<file path="src/rtl/core/hrle_ram.sv">
// Generic simple dual-port RAM with registered read.
`default_nettype none
module hrle_ram #(
  parameter int unsigned WIDTH = 8,
  parameter int unsigned DEPTH = 256
) (
  input  wire logic                     clk_i,
  input  wire logic                     we_i,
  input  wire logic [$clog2(DEPTH)-1:0] waddr_i,
  input  wire logic [WIDTH-1:0]         wdata_i,
  input  wire logic [$clog2(DEPTH)-1:0] raddr_i,
  output logic      [WIDTH-1:0]         rdata_o
);

  logic [WIDTH-1:0] mem_q [DEPTH];
  logic [WIDTH-1:0] rdata_q;

  always_ff @(posedge clk_i) begin
    if (we_i) begin
      mem_q[waddr_i] <= wdata_i;
    end
    rdata_q <= mem_q[raddr_i];
  end

  assign rdata_o = rdata_q;

endmodule
`default_nettype wire

</file>
<file path="config.mk">
export PLATFORM = sky130hd
export DESIGN_NAME = hrle_ram
export DESIGN_NICKNAME = d
export VERILOG_FILES = /design/src/rtl/core/hrle_ram.sv
export SDC_FILE = /design/constraint.sdc
export NUM_CORES = 2
export LEC_CHECK = 0
export BUFFER_PORTS_ARGS = -buffer_cell sky130_fd_sc_hd__buf_2
export CAP_MARGIN = 20
export CORE_MARGIN = 2
export CORE_UTILIZATION = 40
export DETAILED_ROUTE_END_ITERATION = 6
export SYNTH_ARGS = -nofsm -noshare
export SYNTH_HDL_FRONTEND = slang
export SYNTH_SLANG_ARGS = --single-unit
</file>
<file path="constraint.sdc">
create_clock -name clk_i -period 3.9 [get_ports clk_i]
set_clock_uncertainty 0.1 [all_clocks]
set_input_delay 0.195 -clock clk_i [delete_from_list [all_inputs] [get_ports clk_i]]
set_output_delay 0.195 -clock clk_i [all_outputs]
set_load 0.01 [all_outputs]
</file>
# Word level (Yosys, flattened, before mapping)

Memories as Yosys holds them, arrays and structs flattened. A register that Yosys moved wholly into a read port is not among the register bits.
Cells that the tools add are included.

Memories kept: 1
Logic and storage cells: 3
Register bits: 0
RAM bits: 2048
Output and inout port bits: 8
Input bits: 26

Mux-type cells: 2

Memories:

| name  | words | bits a word | rd ports | clocked after memory_dff | write ports | line | text |
|---|---|---|---|---|---|---|---|
| mem_q | 256   | 8           | 1        | 1                        | 1           | 15   | `logic [WIDTH-1:0] mem_q [DEPTH];` |

Operator list:

| operator | count |
|---|---|
| $mux 1   | 2 |

# Longest topological paths before layout

Word-level depth: 2
Gate-level depth with buffers: 11
Depth with buffers taken out: 6

# Least setup slack after synthesis

No wires, ideal clock.

Path type: input port to flip-flop
From: input raddr_i[0]
To: register rdata_q[2] (netlist: rdata_o[2]), read port of mem_q
Stages on the path: 9
Setup time: 131 ps
Path buffers: 4
Setup slack: 1667 ps
Arrival: 2002 ps
Data required time: 3669 ps
Path through: buf_6 buf_12 buf_8 buf_2 mux4_2 a22oi_1 a21oi_1 nor4_1 nor4_2

RTL lines:

| item        | line | text |
|---|---|---|
| from (decl) | 11   | `input wire logic [$clog2(DEPTH)-1:0] raddr_i,` |
| to (decl)   | 16   | `logic [WIDTH-1:0] rdata_q;` |

==> results.py <==
metrics = {
    "synthesis": {
        "synth_edf_count": 2048,
        "netlist-cell-type-count": 55,
        "synth.avg_cell_area_um2": 21.3,
        "yosys_most_used_dff": "edfxtp_1",
        "synth_area_leaders": "edfxtp_1 (77%), mux4_2 (13%), mux2i_1 (1.7%), nor2_1 (1.3%), a22oi_1 (1.3%)",
        "syn_inst": 3733,
        "netlist_area_mm2": 0.0796,
        "synth_seq_area_share_pct": 77.5,
        "synth_warnings": 0,
        "async_flop_share_pct": 0,
        "yosysTopAreaCellShare_pct": 77.3,
        "ys_ff_latch": 2056,
        "syn-num-nets": 3759,
        "synth_largest_area_cell": "edfxtp_1",
    },
    "cts": {
        "clkSinkCount": 2056,
        "cts.hold.buffers_added": 11,
        "cts_made_buffers": 205,
        "cts_post_setup_buffers_inserted": 0,
        "worstSkewPairLatency_ps": 860,
        "h-tree-depth": 4,
        "cts_tree": "built",
        "cts_resized": 0,
        "clk_pin_slew_ps": 60,
        "cts_root_buf": "clkbuf_16",
        "clock_path_buffers": 3,
    },
    "sta": {
        "slew_violations": 0,
        "fin_setup_tns_ps": 0,
        "fmax_mhz": 309,
        "fin_crit_ps": 3230,
        "setup_violations": 0,
        "post-route-period-util_pct": 82.9,
        "final-hold-violation-count": 0,
        "slew_headroom_pct": 24.2,
        "tightest_slew_ps": 1140,
        "grt_setup_unrepaired": "false",
    },
    "setup_path": {
        "worst_setup_path_start_kind": "register",
        "reg2reg_from": "mem_q[83][3]",
        "crit_start": "mem_q[83][3]",
        "required_ps": 4480,
        "end_kind": "register",
        "crit_fanout": 1,
        "crit_type": "register to register",
        "arrival_ps": 3810,
    },
    "pwr": {
        "leakagePower_nw": 27.8,
        "power.density_mw_per_mm2": 506,
        "power_mw": 45.7,
        "ir_drop_mv": 0.464,
    },
    "floorplan": {
        "coreArea_mm2": 0.197,
        "start_util_pct": 40.3,
        "die-area_mm2": 0.202,
        "fp.dieW_um": 450,
        "row_count": 163,
        "die_h_um": 450,
        "io_pins": 34,
    },
    "grt": {
        "grt-ovfl-total": 0,
        "grt_usage_pct": 19.6,
        "antenna_found_initial": 11,
        "grt_pass1_wl_mm": 288,
        "grt_max_degree": 140,
        "first_global_vias": 38900,
    },
    "placed_design": {
        "post_dp_cell_area_mm2": 0.0837,
        "dp_hpwl_mm": 127,
        "routabilityCongestion": 0.894,
        "io_buffers": 33,
    },
    "cells_and_area": {
        "fin_area_mm2": 0.0903,
        "finalNetCount": 3994,
        "syn_to_final_growth_pct": 13.5,
        "layout_common_cells": "edfxtp_1 (2048), mux4_2 (454), nor2_1 (279)",
        "drive_gt1_share_pct": 24.1,
        "final_common_cell": "edfxtp_1",
    },
    "drt": {
        "drcViolationCount": 0,
        "via_count": 39100,
        "via_per_inst": 5.77,
        "wl_per_cell_um": 29.5,
        "antenna_left": 0,
        "dr.pass1.iters": 7,
        "dr.first_iter.drc_count": 4961,
        "routed_wl_mm": 200,
    },
    "hold_path": {
        "worstHoldPathType": "primary input to register",
        "hold_start": "waddr_i[1]",
    },
    "outcome": {
        "outcome": "finished, final reports clean",
    },
    "run": {
        "drv_cap": 0,
    },
}
Yosys cell counts, types with 16 or more instances:
| library cell | n |
|---|---|
| a211oi_1 | 16 |
| a21oi_1 | 96 |
| a22oi_1 | 133 |
| buf_1 | 22 |
| buf_2 | 31 |
| buf_4 | 27 |
| buf_6 | 21 |
| clkbuf_1 | 111 |
| edfxtp_1 | 2048 |
| mux2i_1 | 134 |
| mux4_2 | 454 |
| nand2_1 | 33 |
| nand3_1 | 34 |
| nor2_1 | 282 |
| nor2b_1 | 31 |
| nor3_1 | 22 |
| nor4_1 | 24 |
| o221ai_1 | 46 |
| o22ai_1 | 28 |
sequential cells by signal, summed over array words and instances (netlist names):
signal / flops
rdata_o: 8
mem_q: 2048
per-layer routing:
metal / up-vias / share of wire [%] / GRT usage, %
met5: - / 0.0090 / 0
met4: 2 / 3.1 / 6.65
met3: 305 / 8.5 / 4.16
met2: 1714 / 47 / 30.3
met1: 21000 / 41 / 27.9
li1: 16200 / - / -
logic make-up (layout without fill, tap and decap cells):
logic type	after synthesis	count (layout)	share of synthesized area, %
AO/OA/AOI/OAI	385	385	3.42
buffers and inverters	235	644	1.83
flip-flops	2056	2056	77.5
multiplexers	591	591	14.6
other	0	4	0
AND/OR/NAND/NOR	466	466	2.63
final cells by class:
class / instances / area [µm²]
Fill cell: 16500 / 107000
Sequential cell: 2056 / 61700
Multi-Input combinational cell: 1442 / 16500
Clock buffer: 250 / 5340
Tap cell: 2640 / 3300
Timing Repair Buffer: 261 / 2370
Clock inverter: 131 / 1110
Antenna cell: 4 / 10.0
Inverter: 2 / 7.51
worst max-delay path, cell delays in order, from the launching register on:
cell	delay, ps
edfxtp_1	370
mux4_2	490
a22o_1	280
a221oi_1	600
o32ai_1	340
nor3_1	750
nor4_1	140
power breakdown:
part	switching [mW]	internal (mW)
logic	1.48	0.794
clock network	8.41	10.6
registers	0.0570	24.4
total	9.95	35.7
through the flow:
step	util (%)	instances	setup slack [ps]	hold WS, ps
after CTS	45.7	6780	770	43.2
after floorplan	-	3733	1670	194
after global placement	42.4	6386	-60.3	600
after detailed placement	42.4	6388	160	618
final	45.7	6786	668	102
after global routing	45.7	6786	795	83.1
final timing paths:
| check | endpoint | slack [ps] | depth (start not counted) |
|---|---|---|---|
| max | rdata_o[3] | 670 | 6 |
| min reg2reg | rdata_o[2] | 1040 | 6 |
| max reg2reg | rdata_o[3] | 670 | 6 |
| min | mem_q[159][3] | 100 | 4 |
Note: power is estimated with default switching activity, not from simulation.
