### src/rtl/core/hrle_pkg.sv
// Shared types and constants for the RLE scanline decoder.
`default_nettype none
package hrle_pkg;

  // Largest supported scanline width (pixels).
  localparam int unsigned MAX_WIDTH_DEF = 32767;
  localparam int unsigned MIN_WIDTH     = 8;

  // Marker byte that opens every scanline (twice).
  localparam logic [7:0] MARKER_BYTE = 8'd2;
  // Codes above this value are runs, the rest literals.
  localparam logic [7:0] RUN_BASE    = 8'd128;

  // Result codes.
  localparam logic [2:0] RES_PIXEL      = 3'd0;
  localparam logic [2:0] RES_BAD_MARKER = 3'd1;
  localparam logic [2:0] RES_BAD_RUN    = 3'd2;
  localparam logic [2:0] RES_BAD_LIT    = 3'd3;
  localparam logic [2:0] RES_BYTE_DRAIN = 3'd4;

  // Configuration register indexes.
  localparam logic CFG_WIDTH  = 1'b0;
  localparam logic CFG_HEIGHT = 1'b1;

  // Input item kinds.
  localparam logic KIND_BYTE = 1'b0;
  localparam logic KIND_TICK = 1'b1;

  typedef enum logic [2:0] {
    ST_MARKER,
    ST_CODE,
    ST_RUN,
    ST_FILL,
    ST_LIT,
    ST_DRAIN,
    ST_RDWAIT,
    ST_HALT
  } state_e;

  // Request to the shared column adder/comparator.
  typedef struct packed {
    logic [14:0] a;
    logic [7:0]  b;
  } colu_req_t;

  // Its answer: sum and compares of the sum against the row width.
  typedef struct packed {
    logic [15:0] sum;
    logic        ge;
    logic        gt;
  } colu_rsp_t;

  // Line store access, one write channel select per plane.
  typedef struct packed {
    logic [3:0]  we;
    logic [14:0] waddr;
    logic [7:0]  wdata;
    logic [14:0] raddr;
  } store_req_t;

endpackage
`default_nettype wire

### src/rtl/core/hrle_col_unit.sv
// Shared column adder with compares against the effective row width.
`default_nettype none
module hrle_col_unit (
  input  wire logic                 [14:0] width_i,
  input  wire hrle_pkg::colu_req_t         req_i,
  output hrle_pkg::colu_rsp_t              rsp_o
);

  logic [15:0] sum;

  assign sum       = {1'b0, req_i.a} + {8'd0, req_i.b};
  assign rsp_o.sum = sum;
  assign rsp_o.ge  = sum >= {1'b0, width_i};
  assign rsp_o.gt  = sum >  {1'b0, width_i};

endmodule
`default_nettype wire

### config.mk
export PLATFORM = sky130hd
export DESIGN_NAME = hrle_col_unit
export DESIGN_NICKNAME = d
export VERILOG_FILES = /design/src/rtl/core/hrle_pkg.sv /design/src/rtl/core/hrle_col_unit.sv
export SDC_FILE = /design/constraint.sdc
export NUM_CORES = 1
export LEC_CHECK = 0
export BUFFER_PORTS_ARGS = -buffer_cell sky130_fd_sc_hd__buf_4
export CORE_MARGIN = 3
export CORE_UTILIZATION = 40
export DETAILED_ROUTE_END_ITERATION = 16
export PLACE_DENSITY = 0.77
export SYNTH_ARGS = -nofsm -noshare
export SYNTH_HDL_FRONTEND = slang
export SYNTH_SLANG_ARGS = --single-unit
export TNS_END_PERCENT = 1
### constraint.sdc
create_clock -name vclk -period 12.1
set_input_delay 2.42 -clock vclk [all_inputs]
set_output_delay 2.42 -clock vclk [all_outputs]
set_load 0.1 [all_outputs]
### Word level (Yosys, flattened, before mapping)

Index checks and enable logic that the tools add are counted.

* output and inout bits: 18
* register bits: 0
* bits of input ports: 38
* logic and storage cells: 3

* $lt $le $gt $ge: 2
* add/subtract/negate cells: 1

Operator list (number)
* $add 15x8->16: 1
* $ge 16x15->1: 1
* $gt 16x15->1: 1

### Longest topological paths before layout

* word-level depth: 2
* gate-level depth with buffers: 14
* mapped depth without buffers: 14

### Worst setup path after synthesis

No wires, ideal clock.

* path type: input to output
* start point: input port req_i[0] (netlist name)
* end point: output port rsp_o[0] (netlist name)
* data required time: 9.680 ns
* arrival time: 7.543 ns
* stages on the path: 13
* slack: 2.137 ns
* cell sequence: ha_1 > inv_1 > fa_1 > nor2b_1 > o31a_1 > o31ai_2 > a211oi_1 > xor2_1 > ha_1 > nand4_1 > a2111oi_0 > nor4b_1 > o22ai_1

RTL lines
* start: declaration: RTL line hrle_col_unit.sv:5 `input wire hrle_pkg::colu_req_t req_i,`
* end: declaration: RTL line hrle_col_unit.sv:6 `output hrle_pkg::colu_rsp_t rsp_o`

==> results by stage <==
Logic synthesis:
- The fraction of synthesized cell area in xor and xnor cells is 11.0%.
- Summing the areas of all compound-gate instances in the mapped netlist gives 28.1% of the synthesized area.
- After synthesis, the netlist uses 33 different library cells.
- The mapped netlist covers 872 um^2.
- After Yosys synthesis, and, or, nand and nor cells account for 17.4% of the synthesized area.
- In the synthesized netlist, the number of instances is 115.
- The largest family of logic cells by synthesized area is adder cells.
- The share of cell area taken by muxes after synthesis is 0%.
- When the netlist entered floorplanning its net count stood at 177.
- The sequential area share after synthesis is 0%.
- The adder-cell share of the synthesized area is 35.3%.
- Averaged over all synthesized cells, the footprint is 7.58 um^2.
- The number of warnings reported in the yosys synthesis log is 0.

Placement:
- After detailed placement, the total cell area comes to 1330 um^2.
- In this run the tool buffered the top-level ports with 56 buffer cells.
- At the end of routability-driven placement, the weighted congestion stood at 0.766.
- The wire-length estimate of the detail-placed layout is 2290 um.

Finish:
- The net count of the finished layout is 235.
- The area of all sequential standard cells is 0 um^2.
- The number of inserted diodes is 0.
- After routing the design area is 1330 um^2.
- The layout sequential cell count is 0.
- The library cells used most frequently in the layout, excluding fill and tap cells, are 56 x sky130_fd_sc_hd__buf_4, 23 x sky130_fd_sc_hd__ha_1, 19 x sky130_fd_sc_hd__inv_1.
- The filler cells instantiated in the layout total 190.
- Cells fill 65.6% of the core in the end.
- After layout, the clock buffer instance count stands at 0.
- The multi-input combinational cells in the finished layout cover a total of 801 um^2.
- The most common cell after layout, fill and taps aside is sky130_fd_sc_hd__buf_4.
- The area growth from synthesis to layout is 52.1%.
- The fraction of final layout cells sized beyond drive strength 1 is 36.3%.

Power:
- The maximum vdd drop is 58.4 uV.
- For this design the static power due to leakage is 0.728 nW.
- In this run the power density over the cells is 96.2 nW/um^2.

CTS:
- The total setup buffers inserted after CTS is 0.
- For this design, the CTS-stage hold fixing added 0 buffers.
- The number of gates resized after CTS was 0.

Route:
- The remaining antenna violation count is 0.
- The number of vias per cell is 5.09.
- Detailed routing inserted a total of 1,008 vias.
- The remaining routing DRC violations is 0.
- The detailed router finished its first iteration with 9 violations.
- The average routed wire per standard cell is 12.2 um.
- The first-pass iteration count of the detailed router is 4.
- The routed wire length is 2420 um.

Worst setup path:
- The worst setup path is launched from a primary input.
- The endpoint type of the worst setup path is a primary output.
- The critical path is of the in2out type.
- The data required time at the worst endpoint is 9.68 ns.
- The largest fanout of any net on the critical path is 5.
- At the worst endpoint, the arrival time is 5.60 ns.

Floorplanning:
- The floorplan has 16 rows.
- The region available for standard cell placement spans 2020 um^2.
- The horizontal die dimension is 52.7 um.
- The die is 52.7 um tall.
- The floorplan step defined a die boundary enclosing 2780 um^2.
- The initial core utilization is 43.1%.
- For this design the top-level I/O count stands at 56.

Global routing:
- The total global-route track usage is 17.8%.
- The number of antenna violations at the first check in global routing was 0.
- The via count of the first global-routing pass came to 996.
- Entering global routing, the biggest net connects 6 pins.
- The sum of overflow across all layers after global routing is 0.
- The global-route wire length before repair is 3970 um.

Min path:
- The worst hold path endpoint is rsp_o[15].
- The worst hold path was traced through 3 stages.
- The class of the tightest hold or removal check is in2out.
- The worst min-delay path startpoint is req_i[21].

Run:
- Max-cap violations in this run came to 0.

STA:
- The total count of max-transition violations in the final report is 0.
- The hold violation count in the final report was 0.
- Counting I/O delays and the setup requirement, the final critical path takes 8.02 ns.
- For the pin with the worst max-slew slack, the measured transition is 0.414 ns.
- Static timing analysis puts the maximum clock frequency at 125 MHz.
- After layout, the worst path uses 66.2% of the clock period.
- Setup violations remaining at the end of the flow were counted as 0.
- Headroom to the max-slew limit came out at 71.7%.
- In the final timing run, aggregate negative setup slack is 0 ns.
- Setup repair after global routing left no endpoint under its margin.

Run status:
- The run finished with clean final reports.
synth_stat cells, types with 2 or more instances:
library cell,n,area (um^2)
sky130_fd_sc_hd__xor2_1,7,61.3
sky130_fd_sc_hd__a21o_1,4,30.0
sky130_fd_sc_hd__ha_1,23,288
sky130_fd_sc_hd__nand3_1,3,15.0
sky130_fd_sc_hd__o21a_1,2,15.0
sky130_fd_sc_hd__nand2_1,4,15.0
sky130_fd_sc_hd__inv_1,19,71.3
sky130_fd_sc_hd__nand4_1,3,18.8
sky130_fd_sc_hd__xnor2_1,4,35.0
sky130_fd_sc_hd__nor2b_1,2,12.5
sky130_fd_sc_hd__o21ai_0,5,25.0
sky130_fd_sc_hd__nor2_1,6,22.5
sky130_fd_sc_hd__a211oi_1,2,15.0
sky130_fd_sc_hd__o211ai_1,2,15.0
sky130_fd_sc_hd__a21oi_1,11,55.1
where the power goes:
| part | internal (mW) | switching [mW] |
|---|---|---|
| sequential | 0 | 0 |
| combinational | 0.0369 | 0.0907 |
| clock | 0 | 0 |
| total | 0.0369 | 0.0907 |
per-layer routing:
layer	up-vias	wire length [um]	share of wire [%]	track usage, %
li1	533	-	-	-
met1	447	990	41	21.7
met2	28	1310	54	36.0
met3	0	117	4.8	0.285
met4	0	0	0	0
met5	-	0	0	0
layout make-up:
cell class	count	share of cell area [%]
tap	27	2.55
inverter	19	5.38
multi-input combinational	96	60.4
timing repair buffer	56	31.7
worst max-delay path, stage by stage:
cell	delay [ns]
sky130_fd_sc_hd__buf_4	0.08
sky130_fd_sc_hd__ha_1	0.20
sky130_fd_sc_hd__inv_1	0.07
sky130_fd_sc_hd__fa_1	0.40
sky130_fd_sc_hd__nor2b_1	0.16
sky130_fd_sc_hd__o31a_1	0.19
sky130_fd_sc_hd__o31ai_2	0.11
sky130_fd_sc_hd__a211oi_1	0.26
sky130_fd_sc_hd__xor2_1	0.23
sky130_fd_sc_hd__ha_1	0.28
sky130_fd_sc_hd__nand4_1	0.14
sky130_fd_sc_hd__a211oi_1	0.07
sky130_fd_sc_hd__nor4b_1	0.36
sky130_fd_sc_hd__or3b_1	0.39
sky130_fd_sc_hd__buf_4	0.24
worst max path at each step:
stage,slack [ns],start,end
after CTS,4.07,req_i[0],rsp_o[1]
after global routing,3.81,req_i[0],rsp_o[1]
after floorplan,2.14,req_i[0],rsp_o[0]
after global placement,4.19,req_i[0],rsp_o[1]
final,4.08,req_i[0],rsp_o[1]
after detailed placement,4.07,req_i[0],rsp_o[1]
stage by stage:
| stage | setup slack (ns) | hold slack, ns | total power [mW] | cells |
|---|---|---|---|---|
| 2_1_floorplan | 2.14 | 5.11 | 0.0967 | 115 |
| 3_3_place_gp | 4.19 | 5.24 | 0.126 | 198 |
| 3_5_place_dp | 4.07 | 5.24 | 0.128 | 198 |
| 4_1_cts | 4.07 | 5.24 | 0.128 | 198 |
| 5_1_grt | 3.81 | 5.25 | 0.136 | 198 |
| 6_report | 4.08 | 5.24 | 0.128 | 198 |
cells by family (layout without fill, tap and decap cells):
| logic type | after synthesis | in the layout |
|---|---|---|
| xor gates and xnor gates | 11 | 11 |
| buffers and inverters | 19 | 75 |
| adders and majority gates | 24 | 24 |
| and+or+nand+nor | 27 | 27 |
| AOI/OAI and AO/OA | 34 | 34 |
No activity file was read; power rests on OpenSTA's default activity.
