===== config.mk =====
export PLATFORM = sky130hd
export DESIGN_NAME = hrle_ctrl
export DESIGN_NICKNAME = d
export VERILOG_FILES = /design/src/rtl/core/hrle_pkg.sv /design/src/rtl/core/hrle_ctrl.sv
export SDC_FILE = /design/constraint.sdc
export NUM_CORES = 1
export LEC_CHECK = 0
export ABC_AREA = 1
export BUFFER_PORTS_ARGS = -buffer_cell sky130_fd_sc_hd__clkbuf_2
export CAP_MARGIN = 10
export CORE_ASPECT_RATIO = 1.25
export CORE_MARGIN = 1.5
export CORE_UTILIZATION = 45
export CTS_BUF_LIST = sky130_fd_sc_hd__clkbuf_4
export DETAILED_ROUTE_END_ITERATION = 10
export PLACE_DENSITY = 0.75
export SYNTH_ARGS = -nofsm -noshare
export SYNTH_HDL_FRONTEND = slang
export SYNTH_SLANG_ARGS = --single-unit

===== constraint.sdc =====
create_clock -name clk_i -period 3.4 [get_ports clk_i]
set_clock_uncertainty 0.15 [all_clocks]
set_input_delay 0 -clock clk_i [delete_from_list [all_inputs] [get_ports clk_i]]
set_output_delay 0 -clock clk_i [all_outputs]
set_load 0.02 [all_outputs]

===== src/rtl/core/hrle_pkg.sv =====
// Shared types and constants for the RLE scanline decoder.
`default_nettype none
package hrle_pkg;

  // Largest supported scanline width (pixels).
  localparam int unsigned MAX_WIDTH_DEF = 32767;
  localparam int unsigned MIN_WIDTH     = 8;

  // Marker byte that opens every scanline (twice).
  localparam logic [7:0] MARKER_BYTE = 8'd2;
  // Codes above this value are runs, the rest literals.
  localparam logic [7:0] RUN_BASE    = 8'd128;

  // Result codes.
  localparam logic [2:0] RES_PIXEL      = 3'd0;
  localparam logic [2:0] RES_BAD_MARKER = 3'd1;
  localparam logic [2:0] RES_BAD_RUN    = 3'd2;
  localparam logic [2:0] RES_BAD_LIT    = 3'd3;
  localparam logic [2:0] RES_BYTE_DRAIN = 3'd4;

  // Configuration register indexes.
  localparam logic CFG_WIDTH  = 1'b0;
  localparam logic CFG_HEIGHT = 1'b1;

  // Input item kinds.
  localparam logic KIND_BYTE = 1'b0;
  localparam logic KIND_TICK = 1'b1;

  typedef enum logic [2:0] {
    ST_MARKER,
    ST_CODE,
    ST_RUN,
    ST_FILL,
    ST_LIT,
    ST_DRAIN,
    ST_RDWAIT,
    ST_HALT
  } state_e;

  // Request to the shared column adder/comparator.
  typedef struct packed {
    logic [14:0] a;
    logic [7:0]  b;
  } colu_req_t;

  // Its answer: sum and compares of the sum against the row width.
  typedef struct packed {
    logic [15:0] sum;
    logic        ge;
    logic        gt;
  } colu_rsp_t;

  // Line store access, one write channel select per plane.
  typedef struct packed {
    logic [3:0]  we;
    logic [14:0] waddr;
    logic [7:0]  wdata;
    logic [14:0] raddr;
  } store_req_t;

endpackage
`default_nettype wire


===== src/rtl/core/hrle_ctrl.sv =====
// Decode sequencer: marker check, run/literal fill, row drain, result register.
`default_nettype none
module hrle_ctrl #(
  parameter int unsigned MAX_WIDTH = hrle_pkg::MAX_WIDTH_DEF
) (
  input  wire logic                  clk_i,
  input  wire logic                  rst_ni,
  // configuration
  input  wire logic                  cfg_valid_i,
  output logic                       cfg_ready_o,
  input  wire logic                  cfg_index_i,
  input  wire logic           [14:0] cfg_data_i,
  // input items
  input  wire logic                  in_valid_i,
  output logic                       in_ready_o,
  input  wire logic                  in_kind_i,
  input  wire logic           [7:0]  in_byte_i,
  // result items
  output logic                       out_valid_o,
  input  wire logic                  out_ready_i,
  output logic                [2:0]  out_err_o,
  output logic                [7:0]  out_red_o,
  output logic                [7:0]  out_green_o,
  output logic                [7:0]  out_blue_o,
  output logic                [7:0]  out_exp_o,
  output logic                [14:0] out_col_o,
  output logic                [14:0] out_row_o,
  output logic                       out_lr_o,
  output logic                       out_li_o,
  // shared column unit
  output logic                [14:0] colu_width_o,
  output hrle_pkg::colu_req_t        colu_req_o,
  input  wire hrle_pkg::colu_rsp_t   colu_rsp_i,
  // line store
  output hrle_pkg::store_req_t       store_o,
  input  wire logic           [31:0] store_rdata_i
);

  localparam logic [14:0] MaxW = 15'(MAX_WIDTH);
  localparam logic [14:0] MinW = 15'(hrle_pkg::MIN_WIDTH);

  hrle_pkg::state_e state_q, state_d;

  logic [14:0] width_q, height_q;
  logic [23:0] mbytes_q, mbytes_d;
  logic [1:0]  mcnt_q, mcnt_d;
  logic [1:0]  ch_q, ch_d;
  logic [14:0] wcol_q, wcol_d;
  logic [7:0]  pend_q, pend_d;
  logic [7:0]  val_q, val_d;
  logic [14:0] dcol_q, dcol_d;
  logic [14:0] row_q, row_d;

  // drain staging and result register
  logic [14:0] scol_q, scol_d, srow_q, srow_d;
  logic        slr_q, slr_d, sli_q, sli_d;
  logic        ov_q, ov_d;
  logic [2:0]  oerr_q, oerr_d;
  logic [31:0] orgbe_q, orgbe_d;
  logic [14:0] ocol_q, ocol_d, orow_q, orow_d;
  logic        olr_q, olr_d, oli_q, oli_d;

  logic [14:0] eff_w, eff_h;
  logic        acc, is_byte, is_tick;
  logic        is_run;
  logic [7:0]  code_cnt;
  logic        marker_ok;
  logic        code_err;
  logic        last_write;
  logic [15:0] row_inc;
  logic        lr, li;
  logic        accepting;

  // effective image geometry
  always_comb begin
    eff_w = width_q;
    if (width_q < MinW) eff_w = MinW;
    if (width_q > MaxW) eff_w = MaxW;
    eff_h = (height_q == 15'd0) ? 15'd1 : height_q;
  end

  assign colu_width_o = eff_w;

  // handshake
  assign accepting  = (state_q != hrle_pkg::ST_FILL) && (state_q != hrle_pkg::ST_RDWAIT);
  assign in_ready_o = accepting && (!ov_q || out_ready_i);
  assign acc        = in_valid_i && in_ready_o;
  assign is_byte    = acc && (in_kind_i == hrle_pkg::KIND_BYTE);
  assign is_tick    = acc && (in_kind_i == hrle_pkg::KIND_TICK);
  assign cfg_ready_o = 1'b1;

  // code and marker decode
  assign is_run    = in_byte_i > hrle_pkg::RUN_BASE;
  assign code_cnt  = is_run ? (in_byte_i - hrle_pkg::RUN_BASE) : in_byte_i;
  assign marker_ok = (mbytes_q[23:16] == hrle_pkg::MARKER_BYTE)
                  && (mbytes_q[15:8] == hrle_pkg::MARKER_BYTE)
                  && ({mbytes_q[7:0], in_byte_i} == {1'b0, eff_w});
  assign code_err  = colu_rsp_i.gt || (!is_run && code_cnt == 8'd0);
  assign last_write = pend_q == 8'd1;

  // drain flags
  assign row_inc = {1'b0, row_q} + 16'd1;
  assign lr      = colu_rsp_i.ge;
  assign li      = lr && (row_inc >= {1'b0, eff_h});

  // shared column unit operands
  always_comb begin
    colu_req_o.a = wcol_q;
    colu_req_o.b = 8'd1;
    case (state_q)
      hrle_pkg::ST_CODE:  colu_req_o.b = code_cnt;
      hrle_pkg::ST_DRAIN: colu_req_o.a = dcol_q;
      default: ;
    endcase
  end

  // line store port
  always_comb begin
    store_o.we    = 4'd0;
    store_o.waddr = wcol_q;
    store_o.wdata = val_q;
    store_o.raddr = dcol_q;
    if (state_q == hrle_pkg::ST_LIT) store_o.wdata = in_byte_i;
    if (wcol_q < MaxW) begin
      if (state_q == hrle_pkg::ST_FILL || (state_q == hrle_pkg::ST_LIT && is_byte)) begin
        store_o.we[ch_q] = 1'b1;
      end
    end
  end

  // next state
  always_comb begin
    state_d = state_q;
    case (state_q)
      hrle_pkg::ST_MARKER: begin
        if (is_byte && mcnt_q == 2'd3) begin
          state_d = marker_ok ? hrle_pkg::ST_CODE : hrle_pkg::ST_HALT;
        end
      end
      hrle_pkg::ST_CODE: begin
        if (is_byte) begin
          if (code_err) state_d = hrle_pkg::ST_HALT;
          else if (is_run) state_d = hrle_pkg::ST_RUN;
          else state_d = hrle_pkg::ST_LIT;
        end
      end
      hrle_pkg::ST_RUN: begin
        if (is_byte) state_d = hrle_pkg::ST_FILL;
      end
      hrle_pkg::ST_FILL, hrle_pkg::ST_LIT: begin
        if ((state_q == hrle_pkg::ST_FILL || is_byte) && last_write) begin
          state_d = (colu_rsp_i.ge && ch_q == 2'd3) ? hrle_pkg::ST_DRAIN : hrle_pkg::ST_CODE;
        end
      end
      hrle_pkg::ST_DRAIN: begin
        if (is_tick) state_d = hrle_pkg::ST_RDWAIT;
        else if (is_byte) state_d = hrle_pkg::ST_HALT;
      end
      hrle_pkg::ST_RDWAIT: begin
        state_d = slr_q ? hrle_pkg::ST_MARKER : hrle_pkg::ST_DRAIN;
      end
      hrle_pkg::ST_HALT: state_d = hrle_pkg::ST_HALT;
      default: state_d = hrle_pkg::ST_HALT;
    endcase
  end

  // datapath registers and results
  always_comb begin
    mbytes_d = mbytes_q;
    mcnt_d   = mcnt_q;
    ch_d     = ch_q;
    wcol_d   = wcol_q;
    pend_d   = pend_q;
    val_d    = val_q;
    dcol_d   = dcol_q;
    row_d    = row_q;
    scol_d   = scol_q;
    srow_d   = srow_q;
    slr_d    = slr_q;
    sli_d    = sli_q;
    ov_d     = ov_q && !out_ready_i;
    oerr_d   = oerr_q;
    orgbe_d  = orgbe_q;
    ocol_d   = ocol_q;
    orow_d   = orow_q;
    olr_d    = olr_q;
    oli_d    = oli_q;

    case (state_q)
      hrle_pkg::ST_MARKER: begin
        if (is_byte) begin
          if (mcnt_q != 2'd3) begin
            mbytes_d = {mbytes_q[15:0], in_byte_i};
            mcnt_d   = mcnt_q + 2'd1;
          end else begin
            mcnt_d   = 2'd0;
            mbytes_d = 24'd0;
            if (marker_ok) begin
              ch_d   = 2'd0;
              wcol_d = 15'd0;
            end else begin
              ov_d   = 1'b1;
              oerr_d = hrle_pkg::RES_BAD_MARKER;
            end
          end
        end
      end
      hrle_pkg::ST_CODE: begin
        if (is_byte) begin
          pend_d = code_cnt;
          if (code_err) begin
            ov_d   = 1'b1;
            oerr_d = is_run ? hrle_pkg::RES_BAD_RUN : hrle_pkg::RES_BAD_LIT;
          end
        end
      end
      hrle_pkg::ST_RUN: begin
        if (is_byte) val_d = in_byte_i;
      end
      hrle_pkg::ST_FILL, hrle_pkg::ST_LIT: begin
        if (state_q == hrle_pkg::ST_FILL || is_byte) begin
          wcol_d = colu_rsp_i.sum[14:0];
          pend_d = pend_q - 8'd1;
          if (last_write && colu_rsp_i.ge) begin
            wcol_d = 15'd0;
            if (ch_q == 2'd3) begin
              ch_d   = 2'd0;
              dcol_d = 15'd0;
            end else begin
              ch_d = ch_q + 2'd1;
            end
          end
        end
      end
      hrle_pkg::ST_DRAIN: begin
        if (is_tick) begin
          scol_d = dcol_q;
          srow_d = row_q;
          slr_d  = lr;
          sli_d  = li;
          if (lr) begin
            row_d    = li ? 15'd0 : row_inc[14:0];
            dcol_d   = 15'd0;
            mbytes_d = 24'd0;
            mcnt_d   = 2'd0;
          end else begin
            dcol_d = colu_rsp_i.sum[14:0];
          end
        end else if (is_byte) begin
          ov_d   = 1'b1;
          oerr_d = hrle_pkg::RES_BYTE_DRAIN;
        end
      end
      hrle_pkg::ST_RDWAIT: begin
        ov_d    = 1'b1;
        oerr_d  = hrle_pkg::RES_PIXEL;
        orgbe_d = store_rdata_i;
        ocol_d  = scol_q;
        orow_d  = srow_q;
        olr_d   = slr_q;
        oli_d   = sli_q;
      end
      default: ;
    endcase

    // error results carry nothing but the code
    if (ov_d && !ov_q && oerr_d != hrle_pkg::RES_PIXEL) begin
      orgbe_d = 32'd0;
      ocol_d  = 15'd0;
      orow_d  = 15'd0;
      olr_d   = 1'b0;
      oli_d   = 1'b0;
    end else if (ov_d && ov_q && out_ready_i && oerr_d != hrle_pkg::RES_PIXEL) begin
      orgbe_d = 32'd0;
      ocol_d  = 15'd0;
      orow_d  = 15'd0;
      olr_d   = 1'b0;
      oli_d   = 1'b0;
    end
  end

  // control registers
  always_ff @(posedge clk_i or negedge rst_ni) begin
    if (!rst_ni) begin
      state_q  <= hrle_pkg::ST_MARKER;
      width_q  <= MinW;
      height_q <= 15'd1;
      mbytes_q <= 24'd0;
      mcnt_q   <= 2'd0;
      ch_q     <= 2'd0;
      wcol_q   <= 15'd0;
      pend_q   <= 8'd0;
      dcol_q   <= 15'd0;
      row_q    <= 15'd0;
      ov_q     <= 1'b0;
    end else begin
      state_q  <= state_d;
      mbytes_q <= mbytes_d;
      mcnt_q   <= mcnt_d;
      ch_q     <= ch_d;
      wcol_q   <= wcol_d;
      pend_q   <= pend_d;
      dcol_q   <= dcol_d;
      row_q    <= row_d;
      ov_q     <= ov_d;
      if (cfg_valid_i) begin
        if (cfg_index_i == hrle_pkg::CFG_WIDTH) width_q <= cfg_data_i;
        else height_q <= cfg_data_i;
      end
    end
  end

  // payload registers
  always_ff @(posedge clk_i) begin
    val_q   <= val_d;
    scol_q  <= scol_d;
    srow_q  <= srow_d;
    slr_q   <= slr_d;
    sli_q   <= sli_d;
    oerr_q  <= oerr_d;
    orgbe_q <= orgbe_d;
    ocol_q  <= ocol_d;
    orow_q  <= orow_d;
    olr_q   <= olr_d;
    oli_q   <= oli_d;
  end

  assign out_valid_o = ov_q;
  assign out_err_o   = oerr_q;
  assign out_red_o   = orgbe_q[7:0];
  assign out_green_o = orgbe_q[15:8];
  assign out_blue_o  = orgbe_q[23:16];
  assign out_exp_o   = orgbe_q[31:24];
  assign out_col_o   = ocol_q;
  assign out_row_o   = orow_q;
  assign out_lr_o    = olr_q;
  assign out_li_o    = oli_q;

endmodule
`default_nettype wire


After elaboration in Yosys (flattened, before gate mapping)
Cells that the tools add are included.
- bits in registers: 222
- input port bits: 80
- output and inout bits: 150
- logic and storage cells: 187
- $add $sub $neg: 5
- order comparisons: 7
- equal/unequal tests: 29
- muxes and demuxes: 73
- bitwise gates (word level): 2
- reduce and logical (&&, ||, !) cells: 49
- operators by type and width (cell ; number):
    2-to-1 mux 15 bit ; 15
    2-to-1 mux 24 bit ; 4
    one-hot mux 15 bit (2 select lines) ; 2
    2-to-1 mux 3 bit ; 18
    one-hot mux 24 bit (2 select lines) ; 1
    2-to-1 mux 8 bit ; 5
    != test 2 bit, second input constant ; 13
    logical AND 1 bit ; 21
    one-hot mux 3 bit (7 select lines) ; 1
    2-to-1 mux 2 bit ; 10
    adder 15 x 1 -> 16 bit, second input constant ; 1
    equality test 16 x 15 -> 1 bit ; 1
    equality test 8 x 2 -> 1 bit, second input constant ; 2
    >= comparator 16 x 15 -> 1 bit ; 1
    one-hot mux 8 bit (2 select lines) ; 1
    greater-than comparator 15 bit, second input constant ; 1
    logical NOT 15 bit ; 1
    < comparator 15 bit, second input constant ; 1
    < comparator 15 x 4 -> 1 bit, second input constant ; 1
    AND reduction 5 bit ; 3
    equality test 3 bit, second input constant ; 4
    one-hot mux 3 bit (4 select lines) ; 1
    2-to-1 mux 1 bit ; 9
    equality test 8 x 1 -> 1 bit, second input constant ; 1
    other kinds (27) ; 47

Depth between registers and ports, before layout
Gate-level depths: netlist of run 1.
- depth after elaboration: 13
- depth in mapped cells: 19

Worst setup path before layout of run 1
Ideal clock, no wire load.
- kind: reg2reg
- start point: register ov_q, in the netlist out_valid_o
- end point: register mbytes_q[10]
- data arrival time: 3576 ps
- required time: 3117 ps
- slack: -459 ps
- stages on the path, launching flop included: 12
- path buffers: 1
- clock period less this slack: 3859 ps
- cells stage by stage: dfrtp_1 inv_1 nor2_1 nor3_4 nand2_2 nor2_1 inv_1 nor2_1 o21ai_0 nor2_2 buf_2 o22ai_1
- longest elaborated chain between the ends: 7
- ends and longest elaborated chain (item ; RTL line ; text):
    from (decl) ; hrle_ctrl.sv:57 ; logic ov_q, ov_d;
    from (signal assigned) ; hrle_ctrl.sv:305 ; ov_q <= ov_d;
    logical NOT 1 bit (*) ; hrle_ctrl.sv:86 ; assign in_ready_o = accepting && (!ov_q || out_ready_i);
    logical OR 1 bit (*) ; hrle_ctrl.sv:86 ;
    logical AND 1 bit (*) ; hrle_ctrl.sv:86 ;
    net in_ready_o ; hrle_ctrl.sv:15 ; output logic in_ready_o,
    logical AND 1 bit (*) ; hrle_ctrl.sv:87 ; assign acc = in_valid_i && in_ready_o;
    logical AND 1 bit, on equally long branches ; hrle_ctrl.sv:89, hrle_ctrl.sv:88 ;
    != test 2 bit (no line) ; n/a ;
    AND reduction 4 bit (no line) (*) ; n/a ;
    to (signal assigned) ; hrle_ctrl.sv:298 ; mbytes_q <= mbytes_d;
    to (decl) ; hrle_ctrl.sv:45 ; logic [23:0] mbytes_q, mbytes_d;
Mark *: on every way through the listed nets, which the timed path passes. The rest lies on a longest branch.
A chain may end at the register's enable or synchronous reset.

Final worst setup path of run 1
- start point: register row_q[0]
- end point: register sli_q (data pin)
- longest elaborated chain between the ends: 3
- ends and longest elaborated chain (item ; RTL line ; text):
    from (decl) ; hrle_ctrl.sv:52 ; logic [14:0] row_q, row_d;
    from (signal assigned) ; hrle_ctrl.sv:304 ; row_q <= row_d;
    adder 15 x 1 -> 16 bit ; hrle_ctrl.sv:102 ; assign row_inc = {1'b0, row_q} + 16'd1;
    >= comparator 16 x 15 -> 1 bit ; hrle_ctrl.sv:104 ; assign li = lr && (row_inc >= {1'b0, eff_h});
    logical AND 1 bit ; hrle_ctrl.sv:104 ;
    net li ; hrle_ctrl.sv:71 ; logic lr, li;
    to (signal assigned) ; hrle_ctrl.sv:319 ; sli_q <= sli_d;
    to (decl) ; hrle_ctrl.sv:56 ; logic slr_q, slr_d, sli_q, sli_d;
The timed path passes the listed nets, and every way through them passes these cells.

==> impl_metrics.py, run 1 <==
metrics = {
    "timing": {
        "timing.final.ws_setup_ns": 0.0730,
        "rsz0062_at_grt": "yes",
        "slew_violations": 0,
        "setup_tns_ns": 0,
        "period_needed_ns": 3.33,
        "fmax_mhz": 301,
        "hold_violations": 0,
        "tightest_slew_ns": 1.12,
        "maxSlewHeadroom": 0.253,
        "finalCritPeriodShare": 0.979,
        "setup_viol": 0,
    },
    "floorplanning": {
        "dieArea_mm2": 0.0243,
        "fp.dieH_um": 174,
        "start_util": 0.458,
        "rows": 62,
        "ios": 230,
        "core_mm2": 0.0230,
        "die_w_um": 140,
    },
    "placed_design": {
        "dp_hpwl_mm": 18.5,
        "place_area_mm2": 0.0120,
        "pre_cts_slack_ns": -0.0198,
        "globalplace.congestion": 0.910,
        "port_buffers": 227,
    },
    "route": {
        "wl_per_cell_um": 16.1,
        "vias": 9901,
        "via_per_inst": 5.15,
        "firstDrtPassIters": 8,
        "ant_nets": 0,
        "drtIter0Drc": 548,
        "wirelength_mm": 30.9,
        "route.detailed.drc": 26,
    },
    "status": {
        "status": "complete, but fails checks",
        "failed_checks": "DRC",
    },
    "clock_tree": {
        "cts_sinks": 222,
        "cts_buffer_depth": 3,
        "insertion_delay_ns": 0.67,
        "clkTransAtPathRegs_ns": 0.07,
        "numCtsBuffers": 55,
        "cts_tree": "yes",
        "h-tree-depth": 2,
        "cts_root_buf": "clkbuf_4",
    },
    "power_and_ir_drop": {
        "power_mw": 13.5,
        "p_leak_nw": 7.25,
        "max-vdd-ir-drop_v": 0.000415,
        "power_density_mw_per_mm2": 909,
    },
    "final_layout": {
        "ff_latch_area_mm2": 0.00542,
        "multi_input_area_mm2": 0.00433,
        "syn_to_final_growth_pct": 41.7,
        "fill_cells": 1794,
        "nNetsFinal": 1693,
        "fin_util": 0.649,
        "design_area_mm2": 0.0149,
        "layout-drive-gt1-share": 0.289,
    },
    "logic_synthesis": {
        "synth_cell_types": 48,
        "synth_ff_type": "dfrtp_1",
        "yosysWarningCount": 0,
        "synthArstFlopShare": 0.518,
        "synth_fp_nets": 1244,
        "synth_area_leaders": "dfrtp_1 27%, dfxtp_1 13%, edfxtp_1 11%",
        "ys_seq_elements": 222,
        "ys_seq_area_frac": 0.516,
        "postSynthCellCount": 1141,
        "yosysMostFrequentCell": "nand2_1",
        "yosys.area.top_type": "dfrtp_1",
        "synth_enable_flop_cells": 40,
        "synth_top_area_share": 0.269,
        "syn_area_mm2": 0.0105,
        "synth_common_cells": "159 x nand2_1, 156 x inv_1, 121 x o21ai_0",
        "synth.avg_cell_area_um2": 9.21,
    },
    "global_routing": {
        "grt_usage": 0.252,
        "grt_max_degree": 66,
        "grt_pass1_vias": 10034,
        "grt-ovfl-total": 0,
        "grt_pass1_wl_mm": 50.0,
        "antenna_found_initial": 1,
    },
    "setup_path": {
        "cp-start-kind": "flop",
        "arrival_ns": 3.59,
        "path_common_cell": "nand3_2",
        "path_max_fanout": 5,
        "path_class": "flop to flop",
        "crit_slowest_cell": "dfrtp_1",
        "crit_required_ns": 3.66,
        "cpPeakStageDelay_ns": 0.40,
        "cp-end-kind": "flop",
        "crit_chain": "buf_4 -> inv_1 -> nor2_4 -> nand3_2 -> nor3_2 -> nand2_1 -> nor2_2 -> nand3_2 -> nor2_2 -> inv_1 -> nor3_1 -> nor2_1 -> ha_1 -> a21oi_1 -> o211ai_1 -> a21oi_2 -> nand3_2 -> nand2_4 -> inv_2",
    },
    "flow_run": {
        "cap_violations": 0,
    },
    "hold_path": {
        "hp-class": "input port to flop",
    },
}
[worst max-delay path, delay by kind of cell (launching register included)]
family | cells | cell delay, ns
adders and majority gates | 1 | 0.32
and+or+nand+nor | 11 | 1.44
AOI/OAI and AO/OA | 3 | 0.44
DFF | 1 | 0.40
buffers and inverters | 4 | 0.33
[path summary, 6_finish.rpt]
path | from | to | slack, ns | depth (start not counted)
worst min-delay path | colu_rsp_i[8] | wcol_q[6] | 0.02 | 4
worst max register to register | row_q[0] | sli_q | 0.07 | 19
max in group asynchronous | rst_ni | dcol_q[14] | 2.42 | 4
min in group asynchronous | rst_ni | width_q[3] | 0.32 | 3
worst max-delay path | row_q[0] | sli_q | 0.07 | 19
worst min register to register | mbytes_q[20] | mbytes_q[20] | 0.34 | 2
[timing repair]
item | in CTS | in global routing
cloned | 0 | 2
setup buffers | 0 | 10
endpoints found under the setup margin | 6 | 61
pin swaps | 0 | 20
hold buffers | 192 | 0
hold endpoints to repair | 314 | 0
resized for setup | 2 | 41
[where the power goes]
part,internal (mW),total [mW],switching [mW]
Clock,1.21,2.29,1.07
Sequential,3.62,4.29,0.669
Combinational,2.72,6.96,4.24
Total,7.56,13.5,5.98
[logic make-up after synthesis]
kind of cell / Yosys count / synth area share
AO/OA/AOI/OAI: 253 / 0.150
XOR/XNOR: 14 / 0.0117
adder cells (fa/ha/maj): 23 / 0.0274
buffers and inverters: 224 / 0.0896
flip-flops: 222 / 0.516
multiplexers: 63 / 0.0600
other: 1 / 0.000357
AND/OR/NAND/NOR: 341 / 0.146
[per-stage QoR]
step | hold slack, ns | std cells
2_1_floorplan | -0.446 | 1141
3_3_place_gp | -0.0374 | 1617
3_5_place_dp | -0.0407 | 1617
4_1_cts | 0.0000523 | 1911
5_1_grt | 0.0261 | 1924
6_report | 0.0197 | 1924
[cells in the final DEF (no fill, tap or decap), types with 2 or more instances in the layout]
cell type / n
nor3_2: 2
inv_2: 7
o21ai_1: 15
o211ai_1: 5
nand2_1: 156
buf_12: 5
nand3_2: 12
a21oi_1: 20
buf_16: 2
nand2_4: 2
nor2_1: 64
nor2_4: 4
inv_1: 154
a21oi_2: 65
o21ai_2: 2
clkinvlp_4: 2
dfxtp_1: 67
clkbuf_4: 92
nor2_2: 8
buf_4: 27
xnor2_1: 4
nor3_1: 11
clkbuf_2: 226
dfstp_2: 2
xor2_1: 10
mux2i_1: 63
o22ai_1: 22
dlygate4sd3_1: 191
nand3_4: 2
dfrtp_1: 112
nand2_2: 3
o221ai_1: 3
nor4_1: 6
ha_1: 22
o21ai_0: 114
edfxtp_1: 40
nor3b_1: 3
nand3_1: 36
nand4_1: 28
clkinv_1: 8
[area by class of cell]
cell class,instances,share of cell area
clock buffer,92,0.0464
clock inverter,10,0.00286
sequential,222,0.364
timing repair buffer,452,0.230
antenna,1,0.000168
multi-input combinational,696,0.291
inverter,163,0.0415
tap,288,0.0242
[registers in the layout, summed over array words and instances, names as in the netlist, 2 cells and up]
register / flops
pend_q: 8
val_q: 8
out_col_o: 15
mbytes_q: 24
row_q: 15
srow_q: 15
scol_q: 15
dcol_q: 15
width_q: 15
out_err_o: 3
wcol_q: 15
ch_q: 2
height_q: 15
mcnt_q: 2
out_row_o: 15
orgbe_q: 32
state_q: 3
[metal layers]
metal  part of all wire  routed length [um]  track usage  vias to the layer above
li1                   -                   -            -                     4756
met1               0.39               12200        0.303                     4613
met2               0.50               15400        0.435                      433
met3              0.072                2240       0.0539                       99
met4              0.036                1120        0.112                        0
met5                  0                   0            0                        -
Power figures use the tool's default switching activity.
==> run 2: changes to the inputs <==
Settings changed: ABC_AREA 1 to not set.
==> impl_metrics.py, run 2 <==
metrics = {
    "status": {
        "status": "complete, but fails checks",
        "failed_checks": "setup timing",
    },
    "setup_path": {
        "arrival_ns": 3.70,
        "crit_required_ns": 3.69,
        "path_class": "flop to flop",
        "cp-end-kind": "flop",
        "worstRegToRegCells": 14,
        "cp-start-kind": "flop",
        "crit_slowest_cell": "or3_4",
        "path_max_fanout": 3,
        "cp_num_buf_inv": 0,
        "cp.depth": 14,
        "crit_chain": "and3_4 -> and3_4 -> nand2_2 -> or3_4 -> xnor2_4 -> ha_4 -> a21o_1 -> a21oi_2 -> nor2b_2 -> a2111oi_4 -> o211a_1 -> a211oi_2 -> or3_4 -> and2_1",
        "cpPeakStageDelay_ns": 0.37,
        "cp_top_family": "simple AND/OR/NAND/NOR gates",
    },
    "final_layout": {
        "largest-register": "orgbe_q",
        "multi_input_area_mm2": 0.00457,
        "final_cell_mix": "226 x clkbuf_2, 214 x nand2_1, 156 x dlygate4sd3_1, 113 x dfrtp_1, 91 x clkbuf_4",
        "largest_reg_flops": 32,
        "nNetsFinal": 1546,
        "fill_cells": 1737,
        "largestRegisters": "orgbe_q: 32 flops, mbytes_q: 24 flops",
        "syn_to_final_growth_pct": 39.1,
        "fin_cells": 1777,
        "layout-drive-gt1-share": 0.336,
        "layout_commonest_cell": "clkbuf_2",
        "ff_latch_area_mm2": 0.00542,
    },
    "timing": {
        "rsz0062_at_grt": "yes",
        "fmax_mhz": 294,
        "setup_viol": 1,
        "timing.final.ws_setup_ns": -0.00569,
        "finalCritPeriodShare": 1.00,
        "setup_tns_ns": -0.00569,
        "period_needed_ns": 3.41,
        "slew_violations": 0,
        "hold_violations": 0,
        "tightest_slew_ns": 1.17,
        "maxSlewHeadroom": 0.218,
    },
    "global_routing": {
        "grt_pass1_wl_mm": 49.2,
        "grt_pass1_vias": 9501,
        "grt-ovfl-total": 0,
        "grt_max_degree": 73,
        "use_met3": 0.0532,
        "grtUsageMet2": 0.440,
        "antenna_found_initial": 2,
        "grt_usage": 0.256,
        "gr-max-usage-layer": "met2",
        "grtUsageMet1": 0.312,
    },
    "floorplanning": {
        "dieArea_mm2": 0.0238,
        "core_mm2": 0.0224,
        "fp.dieH_um": 172,
        "start_util": 0.461,
        "rows": 61,
        "die_w_um": 138,
        "ios": 230,
    },
    "hold_path": {
        "hp-class": "input port to flop",
        "whs_path_depth": 3,
    },
    "route": {
        "wirelength_mm": 30.8,
        "ant_nets": 0,
        "route.detailed.drc": 0,
        "via_per_inst": 5.31,
        "firstDrtPassIters": 5,
        "vias": 9430,
        "drtIter0Drc": 589,
        "wl_per_cell_um": 17.3,
    },
    "logic_synthesis": {
        "synth_compound_area_frac": 0.177,
        "synth_ff_type": "dfrtp_1",
        "yosysMostFrequentCell": "nand2_1",
        "synth.mux.area_fraction": 0.0342,
        "ys_seq_elements": 222,
        "yosysWarningCount": 0,
        "synth_fa_ha_area_frac": 0.0279,
        "synth_cell_types": 73,
        "synth_top_family_by_area": "compound AO/OA/AOI/OAI gates",
        "yosys.area.top_type": "dfrtp_1",
        "synth_top_area_share": 0.274,
        "ys_seq_area_frac": 0.526,
        "synth_fp_nets": 1130,
        "synth_common_cells": "216 x nand2_1, 113 x dfrtp_1, 67 x dfxtp_1",
        "syn_area_mm2": 0.0103,
        "synth_enable_flop_cells": 40,
        "synth_area_leaders": "dfrtp_1 27%, dfxtp_1 13%, edfxtp_1 12%",
        "synth.avg_cell_area_um2": 10.0,
        "postSynthCellCount": 1027,
        "synthXorXnorAreaFrac": 0.0204,
        "synth_simple_gate_area_share": 0.169,
        "synthArstFlopShare": 0.518,
    },
    "flow_run": {
        "cap_violations": 0,
    },
    "clock_tree": {
        "cts_root_buf": "clkbuf_4",
        "cts_buffer_depth": 3,
        "cts_tree": "yes",
        "h-tree-depth": 2,
        "clkTransAtPathRegs_ns": 0.07,
        "cts_sinks": 222,
        "insertion_delay_ns": 0.69,
        "numCtsBuffers": 58,
    },
    "power_and_ir_drop": {
        "power_density_mw_per_mm2": 804,
        "p_leak_nw": 6.44,
        "max-vdd-ir-drop_v": 0.000538,
    },
    "placed_design": {
        "dp.cells": 1506,
        "port_buffers": 227,
        "dp_hpwl_mm": 18.7,
        "globalplace.congestion": 0.861,
    },
}
-- run 2: cell types whose count changed after synthesis, sizes merged, moves of 17 or more --
cell   before  now
mux2i      63    0
o21ai     131   67
nand2     160  216
xnor2       4   21
o22ai      22    2
mux2        0   31
a22o        0   43
nand4      28   11
nor2       77   30
inv       163   44
-- run 2: final cells by class --
type / count / share of cell area
Sequential cell: 222 / 0.378
Multi-Input combinational cell: 696 / 0.319
Timing Repair Buffer: 421 / 0.213
Clock buffer: 91 / 0.0476
Tap cell: 283 / 0.0247
Inverter: 44 / 0.0115
Clock inverter: 18 / 0.00567
Antenna cell: 2 / 0.000349
-- run 2: worst register-to-register path, delay by kind of cell, from the launching register on --
kind	cells	cell delay, ns
AND/OR/NAND/NOR	7	1.42
flip-flops	1	0.34
adder cells (fa/ha/maj)	1	0.22
XOR/XNOR	1	0.17
AO/OA/AOI/OAI	5	0.84
-- run 2: path summary, 6_finish.rpt --
path                                end  slack [ns]    startpoint
max in group asynchronous     wcol_q[9]        2.40        rst_ni
min in group asynchronous   height_q[0]        0.29        rst_ni
hold / removal              mbytes_q[1]        0.05  in_byte_i[1]
setup / recovery                  sli_q      -0.006      row_q[4]
hold reg to reg            out_row_o[1]        0.30  out_row_o[1]
setup reg to reg                  sli_q      -0.006      row_q[4]
-- run 2: what timing repair did --
item | 4_1_cts | 5_1_grt
gates cloned | 0 | 1
setup buffers | 1 | 1
pin swaps | 2 | 12
resized for setup | 8 | 24
endpoints found under the setup margin | 12 | 16
endpoints found under the hold margin | 334 | 0
hold buffers | 157 | 0
-- run 2: logic make-up (layout without fill, tap and decap cells) --
group / count (synthesis) / after routing
AO/OA/AOI/OAI: 248 / 248
XOR/XNOR: 24 / 24
adder cells (fa/ha/maj): 23 / 23
buffers and inverters: 109 / 574
flip-flops: 222 / 222
multiplexers: 31 / 31
other: 1 / 3
AND/OR/NAND/NOR: 369 / 369
-- run 2: stage by stage --
stage	worst slack, ns	total power [mW]	instance area (um^2)	util	hold slack, ns
2_1_floorplan	-0.00706	7.30	10400	-	-0.446
3_3_place_gp	0.0410	8.75	11800	0.529	0.0704
3_5_place_dp	-0.0674	8.86	11800	0.529	0.0820
4_1_cts	0.0464	11.5	14200	0.635	0.00634
5_1_grt	-0.138	12.2	14300	0.641	0.0398
6_report	-0.00569	11.5	14300	0.641	0.0455
-- run 2: metal layers --
| metal | part of all wire | wire length [um] | up-vias |
|---|---|---|---|
| li1 | - | - | 4464 |
| met1 | 0.40 | 12200 | 4465 |
| met2 | 0.50 | 15400 | 421 |
| met3 | 0.073 | 2240 | 80 |
| met4 | 0.031 | 956 | 0 |
| met5 | 0 | 0 | - |
-- run 2: power by group --
group,switching (mW),internal (mW)
clock network,1.13,1.22
logic,2.95,1.92
registers,0.729,3.58
